<file path="src/design/ept_pkg.sv">
`default_nettype none

package ept_pkg;

  // Field widths
  localparam int CNT_W      = 16;
  localparam int POS_W      = 32;
  localparam int ANGLE_W    = 16;
  localparam int BASE_W     = 16;
  localparam int LIMIT_W    = 15;
  localparam int GAIN_W     = 10;
  localparam int SPEED_W    = 25;
  localparam int HALF_W     = 16;

  // Configuration port
  localparam int CFG_IDX_W  = 3;
  localparam int CFG_DATA_W = 32;

  // Default structure
  localparam int DEF_WINDOW_DEPTH = 4;
  localparam int DEF_DECIMATION   = 8;

  // Register reset values
  localparam logic [BASE_W-1:0]  RST_ANGLE_BASE      = '0;
  localparam logic [POS_W-1:0]   RST_ANGLE_BIAS      = '0;
  localparam logic [ANGLE_W-1:0] RST_ANGLE_PER_COUNT = ANGLE_W'(1);
  localparam logic [LIMIT_W-1:0] RST_SPEED_LIMIT     = LIMIT_W'(200);
  localparam logic [GAIN_W-1:0]  RST_SPEED_GAIN      = GAIN_W'(375);

  typedef enum logic [CFG_IDX_W-1:0] {
    CFG_ANGLE_BASE      = 3'd0,
    CFG_ANGLE_BIAS      = 3'd1,
    CFG_ANGLE_PER_COUNT = 3'd2,
    CFG_SPEED_LIMIT     = 3'd3,
    CFG_SPEED_GAIN      = 3'd4
  } cfg_idx_t;

endpackage

`default_nettype wire

</file>
<file path="src/design/encoder_position_speed_tracker.sv">
`default_nettype none

// Encoder position and speed tracker. Each in_ beat carries one sample of a
// free-running 16-bit quadrature counter; each sample gives exactly one out_
// beat with direction, 32-bit extended position (revolutions in the top half),
// offset position, electrical angle and, on every DECIMATION-th sample, a
// speed value from a WINDOW_DEPTH-entry sliding sum of count differences,
// clamped to +-speed_limit, halved (rounding down) and scaled by speed_gain.
// Throughput is one sample per clock while out_tready is high. An in_ beat
// passes three register stages before its out_ beat is shown: stage 1 is
// loaded and the tracking state is updated from the count at acceptance,
// the angle product, offset and clamp follow in a second register stage,
// and the speed multiply fills the output register. Back-pressure on
// out_ ripples back stage by stage, so bubbles are squeezed out and in_tready
// only drops once all three stages are occupied. Configuration writes are
// always accepted (cfg_ready tied high); indexes beyond speed_gain are
// dropped. Write registers only while no beat is in flight.
module encoder_position_speed_tracker
  import ept_pkg::*;
#(
  parameter int WINDOW_DEPTH = DEF_WINDOW_DEPTH,
  parameter int DECIMATION   = DEF_DECIMATION
) (
  input  wire logic                  clk,
  input  wire logic                  rst_n,
  // sample stream
  input  wire logic                  in_tvalid,
  output logic                       in_tready,
  input  wire logic [15:0]           in_tdata,   // [15:0] counter_value
  // result stream
  output logic                       out_tvalid,
  input  wire logic                  out_tready,
  // [0] reverse, [32:1] position, [64:33] offset_position,
  // [80:65] electrical_angle, [105:81] speed, [111:106] zero
  output logic [111:0]               out_tdata,
  output logic                       out_tuser,  // [0] speed_valid
  // register writes
  input  wire logic                  cfg_valid,
  output logic                       cfg_ready,
  input  wire logic [CFG_IDX_W-1:0]  cfg_index,
  input  wire logic [CFG_DATA_W-1:0] cfg_data
);

  localparam int SUM_W = CNT_W + $clog2(WINDOW_DEPTH);
  localparam int CMP_W = SUM_W + 1;
  localparam int REV_W = POS_W - CNT_W;
  localparam int PROD_W = HALF_W + GAIN_W + 1;

  // ---------------------------------------------------------------- config
  logic [BASE_W-1:0]  angle_base_r;
  logic [POS_W-1:0]   angle_bias_r;
  logic [ANGLE_W-1:0] angle_per_count_r;
  logic [LIMIT_W-1:0] speed_limit_r;
  logic [GAIN_W-1:0]  speed_gain_r;

  assign cfg_ready = 1'b1;

  always_ff @(posedge clk) begin
    if (!rst_n) begin
      angle_base_r      <= RST_ANGLE_BASE;
      angle_bias_r      <= RST_ANGLE_BIAS;
      angle_per_count_r <= RST_ANGLE_PER_COUNT;
      speed_limit_r     <= RST_SPEED_LIMIT;
      speed_gain_r      <= RST_SPEED_GAIN;
    end else if (cfg_valid && cfg_ready) begin
      unique case (cfg_idx_t'(cfg_index))
        CFG_ANGLE_BASE:      angle_base_r      <= cfg_data[BASE_W-1:0];
        CFG_ANGLE_BIAS:      angle_bias_r      <= cfg_data[POS_W-1:0];
        CFG_ANGLE_PER_COUNT: angle_per_count_r <= cfg_data[ANGLE_W-1:0];
        CFG_SPEED_LIMIT:     speed_limit_r     <= cfg_data[LIMIT_W-1:0];
        CFG_SPEED_GAIN:      speed_gain_r      <= cfg_data[GAIN_W-1:0];
        default: ;
      endcase
    end
  end

  // ------------------------------------------------------ pipeline control
  logic s1_v_r, s2_v_r, out_v_r;
  logic out_adv, s2_ready, s1_ready, in_fire;

  assign out_adv   = !out_v_r || out_tready;
  assign s2_ready  = !s2_v_r || out_adv;
  assign s1_ready  = !s1_v_r || s2_ready;
  assign in_tready = s1_ready;
  assign in_fire   = in_tvalid && in_tready;

  always_ff @(posedge clk) begin
    if (!rst_n) begin
      s1_v_r  <= 1'b0;
      s2_v_r  <= 1'b0;
      out_v_r <= 1'b0;
    end else begin
      if (s1_ready) begin
        s1_v_r <= in_fire;
      end
      if (s2_ready) begin
        s2_v_r <= s1_v_r;
      end
      if (out_adv) begin
        out_v_r <= s2_v_r;
      end
    end
  end

  // ------------------------------------------- tracking state (acceptance)
  logic [CNT_W-1:0] cnt;
  logic [CNT_W-1:0] prev_r;
  logic [REV_W-1:0] rev_r, rev_nxt;
  logic             dir_r, dir_nxt;
  logic [CNT_W-1:0] diff;

  assign cnt  = in_tdata[CNT_W-1:0];
  assign diff = cnt - prev_r;

  // half-range step counts as reverse; zero step holds everything
  always_comb begin
    rev_nxt = rev_r;
    dir_nxt = dir_r;
    if (diff[CNT_W-1]) begin
      if (cnt > prev_r) begin
        rev_nxt = rev_r - REV_W'(1);
      end
      dir_nxt = 1'b1;
    end else if (diff != '0) begin
      if (cnt < prev_r) begin
        rev_nxt = rev_r + REV_W'(1);
      end
      dir_nxt = 1'b0;
    end
  end

  always_ff @(posedge clk) begin
    if (!rst_n) begin
      prev_r <= '0;
      rev_r  <= '0;
      dir_r  <= 1'b0;
    end else if (in_fire) begin
      prev_r <= cnt;
      rev_r  <= rev_nxt;
      dir_r  <= dir_nxt;
    end
  end

  logic                    speed_upd;
  logic signed [SUM_W-1:0] sum_nxt;

  ept_speed_window #(
    .WINDOW_DEPTH (WINDOW_DEPTH),
    .DECIMATION   (DECIMATION)
  ) u_window (
    .clk         (clk),
    .rst_n       (rst_n),
    .sample_fire (in_fire),
    .cnt         (cnt),
    .speed_upd   (speed_upd),
    .sum_nxt     (sum_nxt)
  );

  // ---------------------------------------------------------------- stage 1
  logic [POS_W-1:0]        s1_pos_r;
  logic                    s1_dir_r;
  logic                    s1_spd_v_r;
  logic signed [SUM_W-1:0] s1_sum_r;

  always_ff @(posedge clk) begin
    if (s1_ready && in_fire) begin
      s1_pos_r   <= {rev_nxt, cnt};
      s1_dir_r   <= dir_nxt;
      s1_spd_v_r <= speed_upd;
      s1_sum_r   <= sum_nxt;
    end
  end

  // ---------------------------------------------------------------- stage 2
  logic [POS_W-1:0]         base2;
  logic [POS_W-1:0]         offs;
  logic [2*CNT_W-1:0]       angle_prod;
  logic signed [CMP_W-1:0]  sum_x, lim_x, clamped;
  logic signed [HALF_W-1:0] half;

  assign base2      = {{(POS_W-BASE_W-1){angle_base_r[BASE_W-1]}}, angle_base_r, 1'b0};
  assign offs       = base2 - s1_pos_r - angle_bias_r;
  assign angle_prod = (2*CNT_W)'(s1_pos_r[CNT_W-1:0]) * (2*CNT_W)'(angle_per_count_r);
  assign sum_x      = CMP_W'(s1_sum_r);
  assign lim_x      = signed'(CMP_W'(speed_limit_r));

  always_comb begin
    clamped = sum_x;
    if (sum_x > lim_x) begin
      clamped = lim_x;
    end else if (sum_x < -lim_x) begin
      clamped = -lim_x;
    end
  end

  // arithmetic shift rounds toward minus infinity
  assign half = HALF_W'(clamped >>> 1);

  logic [POS_W-1:0]         s2_pos_r;
  logic [POS_W-1:0]         s2_offs_r;
  logic [ANGLE_W-1:0]       s2_angle_r;
  logic                     s2_dir_r;
  logic                     s2_spd_v_r;
  logic signed [HALF_W-1:0] s2_half_r;

  always_ff @(posedge clk) begin
    if (s2_ready && s1_v_r) begin
      s2_pos_r   <= s1_pos_r;
      s2_offs_r  <= offs;
      s2_angle_r <= angle_prod[ANGLE_W-1:0];
      s2_dir_r   <= s1_dir_r;
      s2_spd_v_r <= s1_spd_v_r;
      s2_half_r  <= half;
    end
  end

  // ----------------------------------------------------------- output stage
  logic signed [PROD_W-1:0] speed_prod;
  logic [SPEED_W-1:0]       speed;

  assign speed_prod = PROD_W'(s2_half_r) * PROD_W'(signed'({1'b0, speed_gain_r}));
  assign speed      = s2_spd_v_r ? speed_prod[SPEED_W-1:0] : '0;

  logic [111:0] out_tdata_r;
  logic         out_tuser_r;

  always_ff @(posedge clk) begin
    if (out_adv && s2_v_r) begin
      out_tdata_r <= {6'd0, speed, s2_angle_r, s2_offs_r, s2_pos_r, s2_dir_r};
      out_tuser_r <= s2_spd_v_r;
    end
  end

  assign out_tvalid = out_v_r;
  assign out_tdata  = out_tdata_r;
  assign out_tuser  = out_tuser_r;

  // -------------------------------------------------------------- checks
  a_rev_step : assert property (@(posedge clk) disable iff (!rst_n)
    $past(in_fire) |-> (rev_r == $past(rev_r)) || (rev_r == $past(rev_r) + REV_W'(1))
                       || (rev_r == $past(rev_r) - REV_W'(1)))
    else $error("revolution count moved by more than one");

  a_hold_rev : assert property (@(posedge clk) disable iff (!rst_n)
    in_fire && (cnt == prev_r) |=> (rev_r == $past(rev_r)) && (dir_r == $past(dir_r)))
    else $error("zero step changed tracking state");

  a_full_stall : assert property (@(posedge clk) disable iff (!rst_n)
    s1_v_r && s2_v_r && out_v_r && !out_tready |-> !in_tready)
    else $error("sample accepted into a full pipeline");

  a_speed_zero : assert property (@(posedge clk) disable iff (!rst_n)
    out_tvalid && !out_tuser |-> out_tdata[105:81] == '0)
    else $error("speed not zero off the decimation sample");

endmodule

`default_nettype wire

</file>
<file path="src/design/ept_speed_window.sv">
`default_nettype none

// Decimated M-method front end: every DECIMATION-th sample the count
// difference since the last speed sample enters a sliding window; the
// updated window sum is presented in the same cycle.
module ept_speed_window
  import ept_pkg::*;
#(
  parameter int WINDOW_DEPTH = DEF_WINDOW_DEPTH,
  parameter int DECIMATION   = DEF_DECIMATION,
  localparam int SUM_W = CNT_W + $clog2(WINDOW_DEPTH)
) (
  input  wire logic                    clk,
  input  wire logic                    rst_n,
  input  wire logic                    sample_fire,
  input  wire logic [CNT_W-1:0]        cnt,
  output logic                         speed_upd,
  output logic signed [SUM_W-1:0]      sum_nxt
);

  localparam int PTR_W = (WINDOW_DEPTH > 1) ? $clog2(WINDOW_DEPTH) : 1;
  localparam int DEC_W = (DECIMATION > 1) ? $clog2(DECIMATION) : 1;

  logic signed [CNT_W-1:0] win_r [WINDOW_DEPTH];
  logic [PTR_W-1:0]        ptr_r, ptr_nxt;
  logic [DEC_W-1:0]        dec_r;
  logic [CNT_W-1:0]        last_r;
  logic signed [SUM_W-1:0] sum_r;
  logic signed [CNT_W-1:0] delta;
  logic signed [CNT_W-1:0] oldest;

  assign speed_upd = sample_fire && (dec_r == DEC_W'(DECIMATION - 1));
  assign delta     = signed'(cnt - last_r);
  assign oldest    = win_r[ptr_r];
  assign sum_nxt   = sum_r + SUM_W'(delta) - SUM_W'(oldest);
  assign ptr_nxt   = (ptr_r == PTR_W'(WINDOW_DEPTH - 1)) ? '0 : ptr_r + PTR_W'(1);

  always_ff @(posedge clk) begin
    if (!rst_n) begin
      for (int i = 0; i < WINDOW_DEPTH; i++) begin
        win_r[i] <= '0;
      end
      ptr_r  <= '0;
      dec_r  <= '0;
      last_r <= '0;
      sum_r  <= '0;
    end else if (sample_fire) begin
      if (speed_upd) begin
        dec_r        <= '0;
        win_r[ptr_r] <= delta;
        ptr_r        <= ptr_nxt;
        last_r       <= cnt;
        sum_r        <= sum_nxt;
      end else begin
        dec_r <= dec_r + DEC_W'(1);
      end
    end
  end

endmodule

`default_nettype wire
</file>
<file path="config.mk">
export PLATFORM = sky130hd
export DESIGN_NAME = encoder_position_speed_tracker
export DESIGN_NICKNAME = d
export VERILOG_FILES = /design/src/design/ept_pkg.sv /design/src/design/encoder_position_speed_tracker.sv /design/src/design/ept_speed_window.sv
export SDC_FILE = /design/constraint.sdc
export NUM_CORES = 2
export LEC_CHECK = 0
export ABC_AREA = 1
export BUFFER_PORTS_ARGS = -buffer_cell sky130_fd_sc_hd__buf_4
export CAP_MARGIN = 20
export CORE_MARGIN = 5
export CORE_UTILIZATION = 45
export DETAILED_ROUTE_END_ITERATION = 8
export PLACE_DENSITY_LB_ADDON = 0.2
export SKIP_CTS_REPAIR_TIMING = 1
export SYNTH_ARGS = -nofsm -noshare
export SYNTH_HDL_FRONTEND = slang
export SYNTH_HIERARCHICAL = 1
export SYNTH_SLANG_ARGS = --single-unit
</file>
<file path="constraint.sdc">
create_clock -name clk -period 6 [get_ports clk]
set_clock_uncertainty 0.05 [all_clocks]
set_input_delay 0.6 -clock clk [delete_from_list [all_inputs] [get_ports clk]]
set_output_delay 0.6 -clock clk [all_outputs]
set_load 0.05 [all_outputs]
</file>
== After elaboration in Yosys (flattened, before gate mapping) ==
Memory sizes are Yosys's and may differ from the RTL's. A register that Yosys moved wholly into a read port is not among the register bits.
Cells that the tools add are included.

* Bits of input ports: 56
* Output and inout bits: 116
* Memory bits (writable): 64
* Memories kept: 1
* Register bits: 421
* Word-level logic and storage cells: 93

{| class="wikitable"
|+ Memory list
! name !! depth !! width !! read ports !! clocked after memory_dff !! wr ports !! RTL line !! source
|-
| u_window.win_r || 4 || 16 || 1 || 1 || 4 || ept_speed_window.sv:24 || <nowiki>logic signed [CNT_W-1:0] win_r [WINDOW_DEPTH];</nowiki>
|}

* $lt $le $gt $ge: 4
* Mux-type cells: 20
* Add/sub/neg operators: 11
* Equal/unequal tests: 6
* Multiply operators: 2
* Reduce and logical (&&, ||, !) cells: 20

{| class="wikitable"
|+ Operators with widths
! kind !! count
|-
| $mux W16 || 5
|-
| $sub A32 B32 Y32 || 2
|-
| $sub A16 B16 Y16 || 2
|-
| $mul A16 B11 Y25 || 1
|-
| $lt A18 B19 Y1 || 1
|-
| $neg A15 Y19 || 1
|-
| $add A18 B16 Y18 || 1
|-
| $gt A18 B16 Y1 || 1
|-
| $sub A18 B16 Y18 || 1
|-
| $mux W17 || 1
|-
| $add A16 B1 Y16 const B || 1
|-
| $gt A16 B16 Y1 || 1
|-
| $lt A16 B16 Y1 || 1
|-
| $mul A16 B16 Y16 || 1
|-
| $reduce_bool A16 Y1 || 1
|-
| $reduce_or A16 Y1 || 1
|-
| $sub A16 B1 Y16 const B || 1
|-
| $mux W15 || 1
|-
| $reduce_and A2 Y1 || 6
|-
| $mux W1 || 8
|-
| $mux W2 || 4
|-
| $eq A3 B2 Y1 const B || 2
|-
| $eq A3 B3 Y1 const B || 2
|-
| $logic_and A1 B1 Y1 || 5
|-
| 8 further kinds || 12
|}

== Depth between registers and ports, before layout ==
* Depth in word-level cells: 12
* Mapped depth: 26
* Mapped depth without buffers: 24

== By module ==
The synthesis kept the hierarchy.

{| class="wikitable"
|+ Modules (own cells, without submodules)
! module !! cells an instance !! seq. area each (sq um) !! instances !! area an instance (sq um)
|-
| encoder_position_speed_tracker || 3336 || 10219.8 || 1 || 28755.1
|-
| ept_speed_window || 731 || 2742.6 || 1 || 6347.3
|}

== Least setup slack after synthesis ==
No wires, ideal clock.

* Kind: input-to-reg
* From: in out_tready
* To: reg out_tdata_r[0] (netlist: out_tdata[0]) (enable)
* Path buffers: 0
* Cell stages on the path: 2
* Required time: 5.342 ns
* Slack: -0.430 ns
* Data arrival time: 5.773 ns
* Library setup time: 0.608 ns
* Path through: inv_1 -> a21oi_1

* Cells in the longest elaborated chain, start to end: 2

{| class="wikitable"
|+ Ends and longest elaborated chain
! element !! RTL line !! source
|-
| start, declared || encoder_position_speed_tracker.sv:32 || <nowiki>input wire logic out_tready,</nowiki>
|-
| $logic_or A1 B1 Y1 || encoder_position_speed_tracker.sv:81 || <nowiki>assign out_adv = !out_v_r || out_tready;</nowiki>
|-
| $logic_and A1 B1 Y1 || encoder_position_speed_tracker.sv:228 || <nowiki>if (out_adv && s2_v_r) begin</nowiki>
|-
| end signal, assigned || encoder_position_speed_tracker.sv:229 || <nowiki>out_tdata_r <= {6'd0, speed, s2_angle_r, s2_offs_r, s2_pos_r, s2_dir_r};</nowiki>
|-
| end, declared || encoder_position_speed_tracker.sv:224 || <nowiki>logic [111:0] out_tdata_r;</nowiki>
|}

Every way passes these cells.
A chain may end at the register's enable or synchronous reset.

== Worst setup path in the final report ==
* From: reg speed_gain_r[3]
* To: reg out_tdata_r[105] (netlist: out_tdata[105]) (data pin)

* Cells in the longest elaborated chain, start to end: 1

{| class="wikitable"
|+ Ends and longest elaborated chain
! element !! RTL line !! source
|-
| start, declared || encoder_position_speed_tracker.sv:54 || <nowiki>logic [GAIN_W-1:0] speed_gain_r;</nowiki>
|-
| start signal, assigned || encoder_position_speed_tracker.sv:71 || <nowiki>CFG_SPEED_GAIN: speed_gain_r <= cfg_data[GAIN_W-1:0];</nowiki>
|-
| $mul A16 B11 Y25 || encoder_position_speed_tracker.sv:221 || <nowiki>assign speed_prod = PROD_W'(s2_half_r) * PROD_W'(signed'({1'b0, speed_gain_r}));</nowiki>
|}

Every way passes these cells.

==> flow_summary.toml <==
[cells_and_area]
final_net_count = 4740
n_fill_cell = 7428
synthToLayoutAreaGrowth_pct = 12.0
drive_gt1_share_pct = 8.66
post-route-util_pct = 50.8

[drt]
initialDrtViolationCount = 1871
vias = 26400
dr.pass1.iters = 5
drt_wl_total_mm = 92.6
drcViolationCount = 0
drtAntennaViolNets = 0
avgViaCountPerCell = 4.99
wl_per_cell_um = 17.5

[die]
die_w_um = 289
ios = 172
core_mm2 = 0.0775
start_util_pct = 45.3
fp.dieH_um = 289
dieArea_mm2 = 0.0837
rows = 102

[synth]
synthFlopType = "edfxtp_1"
synth_top_area_cell = "edfxtp_1"
syn_avg_cell_area_um2 = 8.63
synth_common_cells = "nand2_1 (843), inv_1 (812), edfxtp_1 (321)"
ys_warn_count = 6
synth_edf_count = 321
synth_top_area_share_pct = 27.5
synth_area_mm2 = 0.0351
synthMostInstantiatedCell = "nand2_1"
ys_top_cells_by_area = "edfxtp_1 (27%), fa_1 (15%), dfxtp_1 (9.5%), nand2_1 (9.0%), inv_1 (8.7%)"
ys_ff_latch = 487
async_reset_ff_share_pct = 0
synth-seq-area-share_pct = 36.9
netlist_instances = 4067
ys_types = 64

[timing]
final-max-slew-violation-count = 0
tightest_slew_ps = 1110
fin_tns_setup_ps = 0
fmax_ghz = 0.177
hold_viol = 0
timing.final.crit_period_ps = 5640
fin_ws_ps = 362
rsz0062_at_grt = "false"
max-slew-margin-rel_pct = 25.8
period_share_pct = 94.0
final-setup-viol-count = 0
whs_ps = 207

[global_route]
grt_max_degree = 90
antenna_found_initial = 8
grt_pass1_wl_mm = 146
grt_pass1_vias = 26100
grt_overflow = 0
track_usage_pct = 22.2

[clock_tree]
cts-root-buf = "clkbuf_16"
insertion_delay_ps = 620
clk_pin_slew_ps = 70
cts_buffers = 56
cts.htree.levels = 2
clock_tree.buffer_depth = 3
cts_sinks = 487
cts_tree = "yes"

[worst_setup_path]
r2r_start = "speed_gain_r[3]$_SDFFE_PN0P_"
cp-start-kind = "flop"
end_kind = "flop"
path_cells = "nand2_1 > fa_1 > inv_1 > fa_1 > inv_1 > fa_1 > inv_1 > fa_1 > inv_1 > fa_1 > inv_1 > ha_1 > nand2_1 > inv_1 > a221oi_1 > o21ai_0 > a31oi_1 > nand3_1 > nand2_1 > nor2_1"
crit_top_cell = "inv_1"
path_class = "flop to flop"
r2r_cells = 20
slowest_stage = "fa_1"
cp.required_ps = 6310
r2r_slack_ps = 360
cp_max_fo = 10
crit_arrival_ps = 5950
worstReg2RegEnd = "out_tdata[105]$_SDFFCE_PN0P_"
max_stage_delay_ps = 630

[pwr]
vdd_drop_max_v = 0.000484
powerDensity_mw_per_mm2 = 427
p_leak_nw = 18.8
power_mw = 16.8

[placement]
dp_hpwl_mm = 71.0
gp_congestion = 0.914
dp_slack_ps = 391
io_buffer_count = 164

[flow_run]
drv_cap = 0

[status]
status = "finished clean"

[worst_hold_path]
worstHoldEndpoint = "s1_pos_r[14]$_DFFE_PP_"
hold_depth = 1
hold_start = "in_tdata[14]"
hold_class = "input pin to flop"
cell type report:
type                    count  area [um2]  share of cell area [%]
diodes                      3        7.51                  0.0191
clock buffers              68        1530                    3.89
clock inverters            38         415                    1.06
well taps                1040        1300                    3.31
flip-flops and latches    487       13000                    33.0
inverters                 823        3090                    7.86
multi-input cells        2619       18500                    47.0
repair buffers            204        1550                    3.94
sequential cells by signal, summed over array words and instances, names as in the netlist, 3 cells and up, named ones only:
register and flops:
out_tdata 106, u_window/win_r 64, angle_bias_r 32, s1_pos_r 32, s2_offs_r 32, s2_pos_r 32, s1_sum_r 18, u_window/sum_r 18
angle_base_r 16, angle_per_count_r 16, prev_r 16, rev_r 16, s2_angle_r 16, s2_half_r 16, u_window/last_r 16, speed_limit_r 15
speed_gain_r 10, u_window/dec_r 3
cells by family after synthesis:
logic type,after synthesis,share of synthesized area (%)
adders and majority gates,493,23.3
AOI/OAI and AO/OA,572,8.90
xor gates and xnor gates,146,3.75
buffers and inverters,966,10.6
and+or+nand+nor,1401,16.6
DFF,487,36.9
other,2,0.0214
placed cells by master (no fill, tap or decap), types with 11 or more instances in the layout:
master / synthesis / layout
buf_4: 9 / 202
nand2_1: 843 / 843
clkbuf_16: 0 / 58
o21ai_0: 250 / 250
and2_1: 12 / 12
xnor2_1: 42 / 42
nand4_1: 34 / 34
nand3_1: 118 / 118
o22ai_1: 19 / 19
clkinv_1: 5 / 11
fa_1: 266 / 266
nand2_2: 20 / 20
xor2_1: 99 / 99
ha_1: 227 / 227
edfxtp_1: 321 / 321
nor2_1: 300 / 300
a21oi_1: 225 / 224
inv_1: 812 / 811
nor3_1: 37 / 36
clkinv_2: 0 / 11
dfxtp_1: 166 / 166
critical path, delay by kind of cell (launching register included):
kind / cells / cell delay (ps)
fa+ha+maj: 6 / 3130
simple gates: 5 / 510
compound gates: 3 / 690
flops: 1 / 580
buf+inv: 6 / 440
metrics by stage:
stage / std cells / cell area, um2
3_3_place_gp: 5171 / 37300
3_5_place_dp: 5172 / 37400
5_1_grt: 5279 / 39300
2_1_floorplan: 4072 / 35100
6_report: 5282 / 39300
4_1_cts: 5278 / 39300
power breakdown:
| part | switching [mW] | internal, mW |
|---|---|---|
| registers | 0.230 | 4.12 |
| logic | 5.65 | 3.20 |
| clock network | 1.45 | 2.13 |
| total | 7.33 | 9.45 |
per-layer routing:
layer  vias to the layer above  part of all wire [%]  track usage, %
li1                      13000                     -               -
met1                     12700                    45            30.4
met2                       561                    48            37.6
met3                       102                   5.8            3.89
met4                         6                   1.5            3.97
met5                         -                 0.039               0
how the worst max path moves through the flow:
| stage | start | end | slack, ps | depth (start not counted) |
|---|---|---|---|---|
| detailed placement | angle_per_count_r[2]$_SDFFE_PN0P_ | s2_angle_r[15]$_DFFE_PP_ | 390 | 19 |
| finish | speed_gain_r[3]$_SDFFE_PN0P_ | out_tdata[105]$_SDFFCE_PN0P_ | 360 | 20 |
| global placement | angle_per_count_r[2]$_SDFFE_PN0P_ | s2_angle_r[15]$_DFFE_PP_ | 490 | 19 |
| global route | speed_gain_r[3]$_SDFFE_PN0P_ | out_tdata[102]$_SDFFCE_PN0P_ | 60 | 20 |
| CTS | angle_per_count_r[2]$_SDFFE_PN0P_ | s2_angle_r[15]$_DFFE_PP_ | 370 | 19 |
| floorplan | s2_half_r[15]$_SDFFCE_PP0P_ | out_tdata[105]$_SDFFCE_PN0P_ | 710 | 21 |
Power figures use the tool's default switching activity.
